File: config.mk
export PLATFORM = sky130hd
export DESIGN_NAME = min_max_contrast_stretch
export DESIGN_NICKNAME = d
export VERILOG_FILES = /design/src/design/mmcs_pkg.sv /design/src/design/min_max_contrast_stretch.sv
export SDC_FILE = /design/constraint.sdc
export NUM_CORES = 1
export LEC_CHECK = 0
export ABC_AREA = 1
export BUFFER_PORTS_ARGS = -buffer_cell sky130_fd_sc_hd__buf_4
export CORE_ASPECT_RATIO = 0.8
export CORE_MARGIN = 2
export CORE_UTILIZATION = 40
export CTS_BUF_LIST = sky130_fd_sc_hd__clkbuf_8 sky130_fd_sc_hd__clkbuf_16
export DETAILED_ROUTE_END_ITERATION = 10
export GPL_ROUTABILITY_DRIVEN = 0
export RECOVER_POWER = 25
export SLEW_MARGIN = 20
export SYNTH_ARGS = -nofsm -noshare
export SYNTH_HDL_FRONTEND = slang
export SYNTH_SLANG_ARGS = --single-unit
File: constraint.sdc
create_clock -name clk -period 2.6 [get_ports clk]
set_clock_uncertainty 0.05 [all_clocks]
set_input_delay 0.13 -clock clk [delete_from_list [all_inputs] [get_ports clk]]
set_output_delay 0.13 -clock clk [all_outputs]
set_load 0.01 [all_outputs]
File: src/design/mmcs_pkg.sv
// ----------------------------------------------------------------------------
// mmcs_pkg: shared types and constants for the min-max contrast stretch
// Holds the pixel type, the full-scale level, divider sizing and the
// one-hot sequencer states.
// ----------------------------------------------------------------------------
`default_nettype none

package mmcs_pkg;

	localparam int unsigned PIX_W = 8;

	typedef logic [PIX_W-1:0] pixel_t;

	localparam pixel_t FULL_SCALE = 8'd255;

	// One quotient bit per divider step.
	localparam int unsigned DIV_STEPS = PIX_W;
	localparam int unsigned CNT_W     = $clog2(DIV_STEPS);

	typedef logic [CNT_W-1:0] step_cnt_t;

	localparam logic REQ_GATHER = 1'b0;
	localparam logic REQ_MAP    = 1'b1;

	typedef enum logic [3:0] {
		ST_IDLE   = 4'b0001,
		ST_PREP   = 4'b0010,
		ST_DIV    = 4'b0100,
		ST_FINISH = 4'b1000
	} state_t;

endpackage

`default_nettype wire

File: src/design/min_max_contrast_stretch.sv
// ----------------------------------------------------------------------------
// min_max_contrast_stretch: two-pass linear contrast stretch of 8-bit pixels
//
//   channel | valid     | stall     | payload
//   --------+-----------+-----------+---------------------
//   input   | in_valid  | in_stall  | req_type, pixel_in
//   output  | out_valid | out_stall | pixel_out
//
// A gather beat updates the low/high statistics; the input stays ready for the next beat.
// A map beat inside the gathered range goes through these steps: the beat is taken,
// (p - low) * 255 is formed, eight steps of the shared restoring
// subtract-compare unit run, and the output register is loaded.
// Map beats on a flat range, at or below low or at or above high skip the divider.
// After reset low is 255, high is 0 and no gather pass is open.
// A held output beat only blocks the block when a new result is ready for it.
// ----------------------------------------------------------------------------
`default_nettype none

module min_max_contrast_stretch
	import mmcs_pkg::*;
(
	input  wire logic   clk,
	input  wire logic   arst_n,
	input  wire logic   in_valid,
	output logic        in_stall,
	input  wire logic   req_type,
	input  wire pixel_t pixel_in,
	output logic        out_valid,
	input  wire logic   out_stall,
	output pixel_t      pixel_out
);

	state_t    state_q;
	step_cnt_t cnt_q;
	pixel_t    low_q;
	pixel_t    high_q;
	logic      gathering_q;
	pixel_t    diff_q;
	pixel_t    span_q;
	pixel_t    rem_q;
	pixel_t    work_q;
	logic      out_valid_q;
	pixel_t    pixel_out_q;

	logic                 in_take;
	logic                 out_free;
	logic                 out_load;
	logic [2*PIX_W-1:0]   dividend;
	logic [PIX_W+1:0]     trial;
	logic                 qbit;

	assign in_stall  = (state_q != ST_IDLE);
	assign in_take   = in_valid && !in_stall;
	assign out_free  = !out_valid_q || !out_stall;
	assign out_load  = (state_q == ST_FINISH) && out_free;
	assign out_valid = out_valid_q;
	assign pixel_out = pixel_out_q;

	// (p - low) * 255 as (d << 8) - d.
	assign dividend = {diff_q, {PIX_W{1'b0}}} - {{PIX_W{1'b0}}, diff_q};

	// Shared step: shift in the next dividend bit and try to subtract the span.
	assign trial = {1'b0, rem_q, work_q[PIX_W-1]} - {2'b00, span_q};
	assign qbit  = !trial[PIX_W+1];

	always_ff @(posedge clk or negedge arst_n) begin
		if (!arst_n) begin
			state_q     <= ST_IDLE;
			cnt_q       <= '0;
			low_q       <= FULL_SCALE;
			high_q      <= '0;
			gathering_q <= 1'b0;
			out_valid_q <= 1'b0;
		end else begin
			if (out_load) begin
				out_valid_q <= 1'b1;
			end else if (!out_stall) begin
				out_valid_q <= 1'b0;
			end
			case (state_q)
				ST_IDLE: begin
					if (in_take && req_type == REQ_GATHER) begin
						if (!gathering_q) begin
							low_q       <= pixel_in;
							high_q      <= pixel_in;
							gathering_q <= 1'b1;
						end else begin
							if (pixel_in < low_q) begin
								low_q <= pixel_in;
							end
							if (pixel_in > high_q) begin
								high_q <= pixel_in;
							end
						end
					end else if (in_take) begin
						gathering_q <= 1'b0;
						if (high_q <= low_q || pixel_in <= low_q || pixel_in >= high_q) begin
							state_q <= ST_FINISH;
						end else begin
							state_q <= ST_PREP;
						end
					end
				end
				ST_PREP: begin
					cnt_q   <= '0;
					state_q <= ST_DIV;
				end
				ST_DIV: begin
					cnt_q <= cnt_q + 1'b1;
					if (cnt_q == step_cnt_t'(DIV_STEPS - 1)) begin
						state_q <= ST_FINISH;
					end
				end
				ST_FINISH: begin
					if (out_free) begin
						state_q <= ST_IDLE;
					end
				end
				default: begin
					state_q <= ST_IDLE;
				end
			endcase
		end
	end

	// Datapath registers, no reset needed.
	always_ff @(posedge clk) begin
		case (state_q)
			ST_IDLE: begin
				diff_q <= pixel_in - low_q;
				span_q <= high_q - low_q;
				if (high_q <= low_q) begin
					work_q <= pixel_in;
				end else if (pixel_in <= low_q) begin
					work_q <= '0;
				end else begin
					work_q <= FULL_SCALE;
				end
			end
			ST_PREP: begin
				rem_q  <= dividend[2*PIX_W-1:PIX_W];
				work_q <= dividend[PIX_W-1:0];
			end
			ST_DIV: begin
				if (qbit) begin
					rem_q <= trial[PIX_W-1:0];
				end else begin
					rem_q <= {rem_q[PIX_W-2:0], work_q[PIX_W-1]};
				end
				work_q <= {work_q[PIX_W-2:0], qbit};
			end
			ST_FINISH: begin
				if (out_free) begin
					pixel_out_q <= work_q;
				end
			end
			default: begin
				work_q <= work_q;
			end
		endcase
	end

	// The partial remainder always stays below the span, so eight steps
	// give the whole quotient.
	a_rem_below_span: assert property (@(posedge clk) disable iff (!arst_n)
		(state_q == ST_DIV) |-> (rem_q < span_q))
		else $error("divider remainder reached the span");

	a_div_length: assert property (@(posedge clk) disable iff (!arst_n)
		(state_q == ST_DIV && cnt_q == step_cnt_t'(DIV_STEPS - 1)) |=> (state_q == ST_FINISH))
		else $error("divider did not finish after its last step");

	a_out_from_finish: assert property (@(posedge clk) disable iff (!arst_n)
		$rose(out_valid_q) |-> $past(state_q == ST_FINISH))
		else $error("output beat raised outside the finish state");

	a_map_closes_gather: assert property (@(posedge clk) disable iff (!arst_n)
		(in_take && req_type == REQ_MAP) |=> !gathering_q)
		else $error("map beat left the gather pass open");

	a_stats_ordered: assert property (@(posedge clk) disable iff (!arst_n)
		gathering_q |-> (low_q <= high_q))
		else $error("low level above high level during a gather pass");

endmodule

`default_nettype wire

* Word level (Yosys, flattened, before mapping)
Cells that the tools add are included.
** Word-level totals
- Bits in registers :: 65
- Input bits :: 13
- Output and inout port bits :: 10
- Word-level logic and storage cells :: 73
** Operators by class
- $add $sub $neg :: 5
- Magnitude comparators :: 5
- Equality and inequality tests :: 13
- Multiplexer cells :: 20
- Bitwise gates (word level) :: 1
- Reductions and logical operators :: 18
** Operator list (number)
- $mux 8 :: 7
- $pmux 8 s3 :: 1
- $mux 4 :: 5
- $le 8x8->1 :: 2
- $pmux 4 s4 :: 1
- $pmux 8 s2 :: 1
- $sub 16x8->16 :: 1
- $sub 8x8->8 :: 2
- $sub 9x8->10 :: 1
- $ge 8x8->1 :: 1
- $gt 8x8->1 :: 1
- $lt 8x8->1 :: 1
- $ne 2x2->1 const B :: 4
- $ne 2x1->1 const B :: 3
- $pmux 3 s2 :: 1
- $reduce_and 3->1 :: 2
- $eq 4x1->1 const B :: 1
- $eq 4x2->1 const B :: 1
- $eq 4x3->1 const B :: 1
- $eq 4x4->1 const B :: 1
- $logic_not 1->1 :: 4
- $mux 1 :: 4
- $ne 4x1->1 const B :: 1
- $reduce_and 2->1 :: 2
- 8 further kinds :: 13

* Logic depth before layout (Yosys ltp)
Gate-level depths: netlist (run 1).
- Depth after elaboration :: 7
- Gate-level depth with buffers :: 14
- Gate-level depth less buffers :: 14

* Least setup slack after synthesis (run 1)
No wires, ideal clock.
- Path type :: register to register
- From :: register low_q[6]
- To :: register work_q[0] (data pin)
- Setup time :: 257 ps
- Arrival time :: 1661 ps
- Data required time :: 2293 ps
- Path slack :: 632 ps
- Cell stages (with the launch flop) :: 13
- Buffers on the path :: 0
- Period minus slack after synthesis :: 1968 ps
- Cell sequence :: dfstp_2 -> inv_1 -> ha_1 -> nand2_1 -> inv_1 -> a21oi_1 -> nand2_1 -> nand2_2 -> inv_1 -> nand2_2 -> nand2_1 -> nand2_1 -> nand2_1
** Between the ends
- Longest elaborated chain between the ends :: 4
- Elaborated cells on any way between the ends :: 5
- Classes of those cells :: order compare (2); mux (3)
** Ends and longest elaborated chain
- from (decl) :: RTL line min_max_contrast_stretch.sv:35 : pixel_t low_q;
- from (signal assigned) :: RTL line min_max_contrast_stretch.sv:84 : low_q <= pixel_in;
- from (signal assigned) :: RTL line min_max_contrast_stretch.sv:89 : low_q <= pixel_in;
- $le 8x8->1 :: RTL line min_max_contrast_stretch.sv:134 : end else if (pixel_in <= low_q) begin
- $mux 8 :: RTL line min_max_contrast_stretch.sv:134
- $mux 8 (*) :: RTL line min_max_contrast_stretch.sv:132 : if (high_q <= low_q) begin
- $pmux 8 s3 (*) :: RTL line min_max_contrast_stretch.sv:128 : case (state_q)
- to (signal assigned) :: RTL line min_max_contrast_stretch.sv:133 : work_q <= pixel_in;
- to (signal assigned) :: RTL line min_max_contrast_stretch.sv:142 : work_q <= dividend[PIX_W-1:0];
- to (signal assigned) :: RTL line min_max_contrast_stretch.sv:150 : work_q <= {work_q[PIX_W-2:0], qbit};
- to (decl) :: RTL line min_max_contrast_stretch.sv:41 : pixel_t work_q;
Mark *: on every way between the ends. The rest lies on a longest branch, timed or not.
A chain may end at the register's enable or synchronous reset.

* Worst setup path after layout (run 1)
- From :: register low_q[6]
- To :: register work_q[7] (data pin)
The elaborated chain is that of the path after synthesis.

==> results.cfg, run 1 <==
[run_status]
status = finished with violations
violations = max-capacitance violations, max-slew violations

[sta]
hold_viol = 0
slew_headroom_pct = -3.51
period_share_pct = 86.2
clock.fmax_ghz = 0.446
setup_ws_ns = 0.358
finalSetupViolCount = 0
tightest_slew_ns = 1.55
rsz0062_at_grt = no
setup_tns_ns = 0
finalMaxSlewViolations = 26
final.min_clock_period_ns = 2.24

[clocking]
clk_pin_slew_worst_paths_ns = 0.06
cts.sinks = 65
htreeDepth = 3
cts_made_buffers = 9
clk_latency_ns = 0.34
clockBufferDepth = 2
root_buffer = clkbuf_16
ctsResizeCount = 0
cts_tree = yes

[floorplanning]
dieHeight_um = 96.6
io_pins = 23
rows = 33
dieArea_um2 = 11600
core_area_um2 = 10300
die_w_um = 120
initial_core_util_pct = 41.5

[synthesis]
yosysTopAreaCell = edfxtp_1
synth_simple_gate_area_share_pct = 25.8
synth_area_leaders = edfxtp_1 28%, nand2_1 14%, ha_1 10%
netlist.area_leader.share_pct = 28.0
ys_seq_area_share_pct = 42.9
synthMostInstantiatedCell = nand2_1
async_flop_share_pct = 38.5
synth_adder_area_share_pct = 11.6
ys_warn_count = 0
synth_top_family_by_area = simple AND/OR/NAND/NOR gates
synth_ff_type = edfxtp_1
synth_mux_area_share_pct = 0
syn-cell-area_um2 = 4280
ys_ff_latch = 65
synth_edf_count = 40
synthDistinctLibCells = 38
synthTopCellsByCount = 158 x nand2_1, 84 x inv_1, 40 x edfxtp_1
synth_cells = 522
synth.avg_cell_area_um2 = 8.20
syn_nets = 573
synth-xor-area-share_pct = 3.27
synth_compound_area_share_pct = 7.80

[grt]
grt_max_degree = 26
antenna_found_initial = 0
grt_pass1_vias = 3377
grt_usage_pct = 18.3
overflow = 0
grt_pass1_wl_mm = 16.2

[routing]
drtIter0Drc = 262
wire_per_inst_um = 14.0
wl_mm = 9.81
dr.pass1.iters = 5
ant_nets = 0
via_per_inst = 5.02
via_count = 3506
drc = 0

[power]
clockPowerShare_pct = 20.3
power.total_uw = 6070
ir_drop_uv = 423
leakagePower_uw = 0.00252
p_int_uw = 3540
p_seq_share_pct = 33.3
swShare_pct = 41.7
powerDensity_nw_per_um2 = 1230
comb_power_share_pct = 46.3
switching_power_uw = 2530

[worst_setup_path]
path_max_fanout = 9
criticalPathCategory = flop to flop
required_ns = 2.64
worstPathArrival_ns = 2.28
cp-end-kind = flop
cp-start-kind = flop

[finish]
syn2layout_area_growth_pct = 14.7
n_fill_cell = 1015
final_net_count = 605
n_antenna_cell = 0
fin_cells = 699
drive_above_1_share_pct = 11.4

[placed_design]
dp_slack_ns = 0.389
port_buffers = 22
dp_hpwl_mm = 7.59
dp.cells = 681

[run]
drv_cap = 1

[min_path]
hp-class = primary input to flop
==> logic make-up (layout without fill, tap and decap cells) <==
group	after synthesis	after routing
buf+inv	91	128
flops	65	65
simple gates	256	256
compound gates	56	56
fa+ha+maj	38	38
xor+xnor	16	16
==> flip-flops by register name, indices dropped and copies added, names as in the netlist <==
signal	flops
cnt_q	3
diff_q	8
gathering_q	1
high_q	8
low_q	8
out_valid	1
pixel_out	8
rem_q	8
span_q	8
state_q	4
work_q	8
==> final timing paths <==
check	startpoint	to	slack, ns	depth (start not counted)
worst max-delay path	low_q[6]$_DFFE_PN1P_	work_q[7]$_DFFE_PP_	0.36	12
worst min-delay path	pixel_in[5]	low_q[5]$_DFFE_PN1P_	0.02	3
worst max register to register	low_q[6]$_DFFE_PN1P_	work_q[7]$_DFFE_PP_	0.36	12
worst min register to register	work_q[6]$_DFFE_PP_	pixel_out[6]$_DFFE_PP_	0.41	0
max in group asynchronous	arst_n	high_q[1]$_DFFE_PN0P_	0.93	2
min in group asynchronous	arst_n	cnt_q[2]$_DFFE_PN0N_	0.65	2
==> power groups by stage <==
| stage | clock, uW | combinational [uW] | sequential, uW |
|---|---|---|---|
| after floorplan | 0 | 2100 | 1960 |
| after global placement | 0 | 2710 | 2030 |
| after detailed placement | 0 | 2800 | 2040 |
| after CTS | 1260 | 2820 | 2020 |
| after global routing | 1290 | 3210 | 2070 |
| final | 1230 | 2810 | 2020 |
==> per-stage QoR <==
stage                     utilization (%)  hold WS (ns)  area (um^2)
final                                47.6        0.0167         4910
after global routing                 47.6        0.0288         4910
after global placement               44.6       0.00893         4600
after floorplan                         -        -0.216         4280
after CTS                            47.7       0.00876         4920
after detailed placement             44.6        0.0174         4600
==> repair_timing <==
item / CTS / global route
buffers inserted: 0 / 0
hold buffers: 2 / 0
setup endpoints to repair: 0 / 0
hold endpoints to repair: 26 / 0
==> critical path, stage by stage (launching register included) <==
cell     delay [ns]
dfstp_2        0.52
inv_1          0.07
ha_1           0.38
nand2_1        0.12
inv_1          0.06
a21oi_1        0.13
nand2_1        0.08
nand2_2        0.14
inv_1          0.09
nand2_2        0.14
nand2_1        0.09
nand2_1        0.08
nand2_1        0.06
==> area by class of cell <==
type                    instances  area [um^2]  share of cell area [%]
inverters                      84          315                    6.42
clock inverters                 7         77.6                    1.58
repair buffers                 28          204                    4.15
multi-input cells             366         2080                    42.3
well taps                     140          175                    3.57
clock buffers                   9          225                    4.58
flip-flops and latches         65         1840                    37.4
==> layer usage <==
metal / global-route usage (%) / wire, um / up-vias
li1: - / - / 1771
met1: 24.6 / 4850 / 1612
met2: 28.8 / 4250 / 99
met3: 4.17 / 464 / 24
met4: 7.84 / 248 / 0
met5: 0 / 0 / -
==> cell usage in the layout (no fill, tap or decap), types with 11 or more instances in the layout <==
master	instances
nand4_1	11
dfrtp_1	16
a21oi_1	24
nand2_1	158
nor2_1	31
edfxtp_1	40
inv_1	84
nand3_1	35
ha_1	35
buf_4	23
o21ai_0	12
No activity file was read; power rests on OpenSTA's default activity.
==> inputs of run 2 (changes only) <==
--- a/config.mk
+++ b/config.mk
@@ -8,7 +8,6 @@
 export ABC_AREA = 1
 export BUFFER_PORTS_ARGS = -buffer_cell sky130_fd_sc_hd__buf_4
 export CORE_ASPECT_RATIO = 0.8
-export CORE_MARGIN = 2
 export CORE_UTILIZATION = 40
 export CTS_BUF_LIST = sky130_fd_sc_hd__clkbuf_8 sky130_fd_sc_hd__clkbuf_16
 export DETAILED_ROUTE_END_ITERATION = 10
==> results.cfg, run 2 (same netlist as run 1, synthesis figures left out) <==
[worst_setup_path]
critPathLaunch = low_q[6]$_DFFE_PN1P_
reg2reg_depth = 12
endpoint = work_q[7]$_DFFE_PP_
r2r_setup_slack_ns = 0.37
required_ns = 2.64
cp-end-kind = flop
cp-start-kind = flop
path_max_fanout = 9
criticalPathCategory = flop to flop
worstPathArrival_ns = 2.27
r2r_start = low_q[6]$_DFFE_PN1P_
r2r-end = work_q[7]$_DFFE_PP_

[power]
clockPowerShare_pct = 21.5
ir_drop_uv = 584
switching_power_uw = 2500
comb_power_share_pct = 45.7
p_seq_share_pct = 32.8
swShare_pct = 40.8
p_int_uw = 3630
powerDensity_nw_per_um2 = 1240
leakagePower_uw = 0.00253

[routing]
via_count = 3486
wl_mm = 9.66
via_per_inst = 4.98
drtIter0Drc = 183
drc = 0
wire_per_inst_um = 13.8
ant_nets = 0
dr.pass1.iters = 5

[sta]
period_share_pct = 85.7
final.min_clock_period_ns = 2.23
setup_tns_ns = 0
hold_viol = 0
slew_headroom_pct = 0.0361
finalMaxSlewViolations = 0
tightest_slew_ns = 1.50
finalSetupViolCount = 0
clock.fmax_ghz = 0.449
rsz0062_at_grt = no

[clocking]
cts_made_buffers = 9
clk_pin_slew_worst_paths_ns = 0.06
clockBufferDepth = 2
clk_latency_ns = 0.33
root_buffer = clkbuf_16
cts.sinks = 65
htreeDepth = 3
cts_tree = yes

[floorplanning]
die_w_um = 118
dieArea_um2 = 11100
core_area_um2 = 10300
io_pins = 23
initial_core_util_pct = 41.5
dieHeight_um = 94.6
rows = 33

[finish]
syn2layout_area_growth_pct = 15.5
n_fill_cell = 1014
final_util_pct = 47.9
register_area_um2 = 1840
multi_input_area_um2 = 2080
n_antenna_cell = 0
layout_commonest_cell = nand2_1
mostFrequentLayoutCells = 158 x nand2_1, 84 x inv_1, 40 x edfxtp_1
fin_cells = 700
final_net_count = 606
drive_above_1_share_pct = 11.6

[grt]
overflow = 0
antenna_found_initial = 0
grt_pass1_vias = 3271
grt_max_degree = 26
grt_pass1_wl_mm = 15.9
grt_usage_pct = 18.6

[run]
drv_cap = 1

[placed_design]
dp.cells = 682
port_buffers = 22
dp_hpwl_mm = 7.45

[run_status]
violations = max-capacitance violations
status = finished with violations

[min_path]
hp-class = primary input to flop
[run 2: what timing repair did]
action,in CTS,in global routing
buffers inserted,0,0
resized for setup,0,0
hold buffers,2,0
endpoints found under the hold margin,26,0
[run 2: worst max-delay path, cell delays in order (launching register included)]
cell     delay [ns]
dfstp_2        0.51
inv_1          0.07
ha_1           0.38
nand2_1        0.13
inv_1          0.06
a21oi_1        0.13
nand2_1        0.08
nand2_2        0.14
inv_1          0.08
nand2_2        0.12
nand2_1        0.10
nand2_1        0.09
nand2_1        0.05
[run 2: area by class of cell]
type	count	area share (%)
tap	140	3.54
sequential	65	37.2
timing repair buffer	29	4.28
multi-input combinational	366	42.0
clock inverter	7	2.07
clock buffer	9	4.55
inverter	84	6.37
[run 2: power groups by stage]
stage / Combinational (uW) / Clock (uW) / Sequential [uW]
2_1_floorplan: 2100 / 0 / 1960
3_3_place_gp: 2720 / 0 / 2030
3_5_place_dp: 2780 / 0 / 2030
4_1_cts: 2800 / 1340 / 2010
5_1_grt: 3160 / 1390 / 2070
6_report: 2800 / 1320 / 2010
[run 2: per-layer routing]
metal  share of wire, %  vias up  track usage (%)
li1                   -     1760                -
met1                 49     1602             25.1
met2                 44      111             29.0
met3                5.2       13             3.99
met4                1.9        0             7.91
met5                  0        -                0
[run 2: worst min-delay path by stage]
stage | start | end | slack, ns | cells past startpoint
2_1_floorplan | arst_n | cnt_q[0]$_DFFE_PN0N_ | -0.22 | 0
3_3_place_gp | arst_n | cnt_q[2]$_DFFE_PN0N_ | 0.01 | 1
3_5_place_dp | arst_n | cnt_q[2]$_DFFE_PN0N_ | 0.02 | 1
4_1_cts | pixel_in[5] | low_q[5]$_DFFE_PN1P_ | 0.02 | 3
5_1_grt | pixel_in[7] | low_q[7]$_DFFE_PN1P_ | 0.03 | 3
6_report | pixel_in[0] | high_q[0]$_DFFE_PN0P_ | 0.03 | 3
[run 2: per-stage QoR]
| stage | hold WS [ns] | total power [uW] | setup WS, ns | area (um^2) |
|---|---|---|---|---|
| after global routing | 0.0280 | 6610 | 0.226 | 4950 |
| after CTS | 0.0167 | 6160 | 0.384 | 4960 |
| after detailed placement | 0.0199 | 4810 | 0.391 | 4610 |
| after floorplan | -0.216 | 4060 | 0.632 | 4280 |
| final | 0.0310 | 6130 | 0.371 | 4950 |
| after global placement | 0.00992 | 4740 | 0.401 | 4610 |
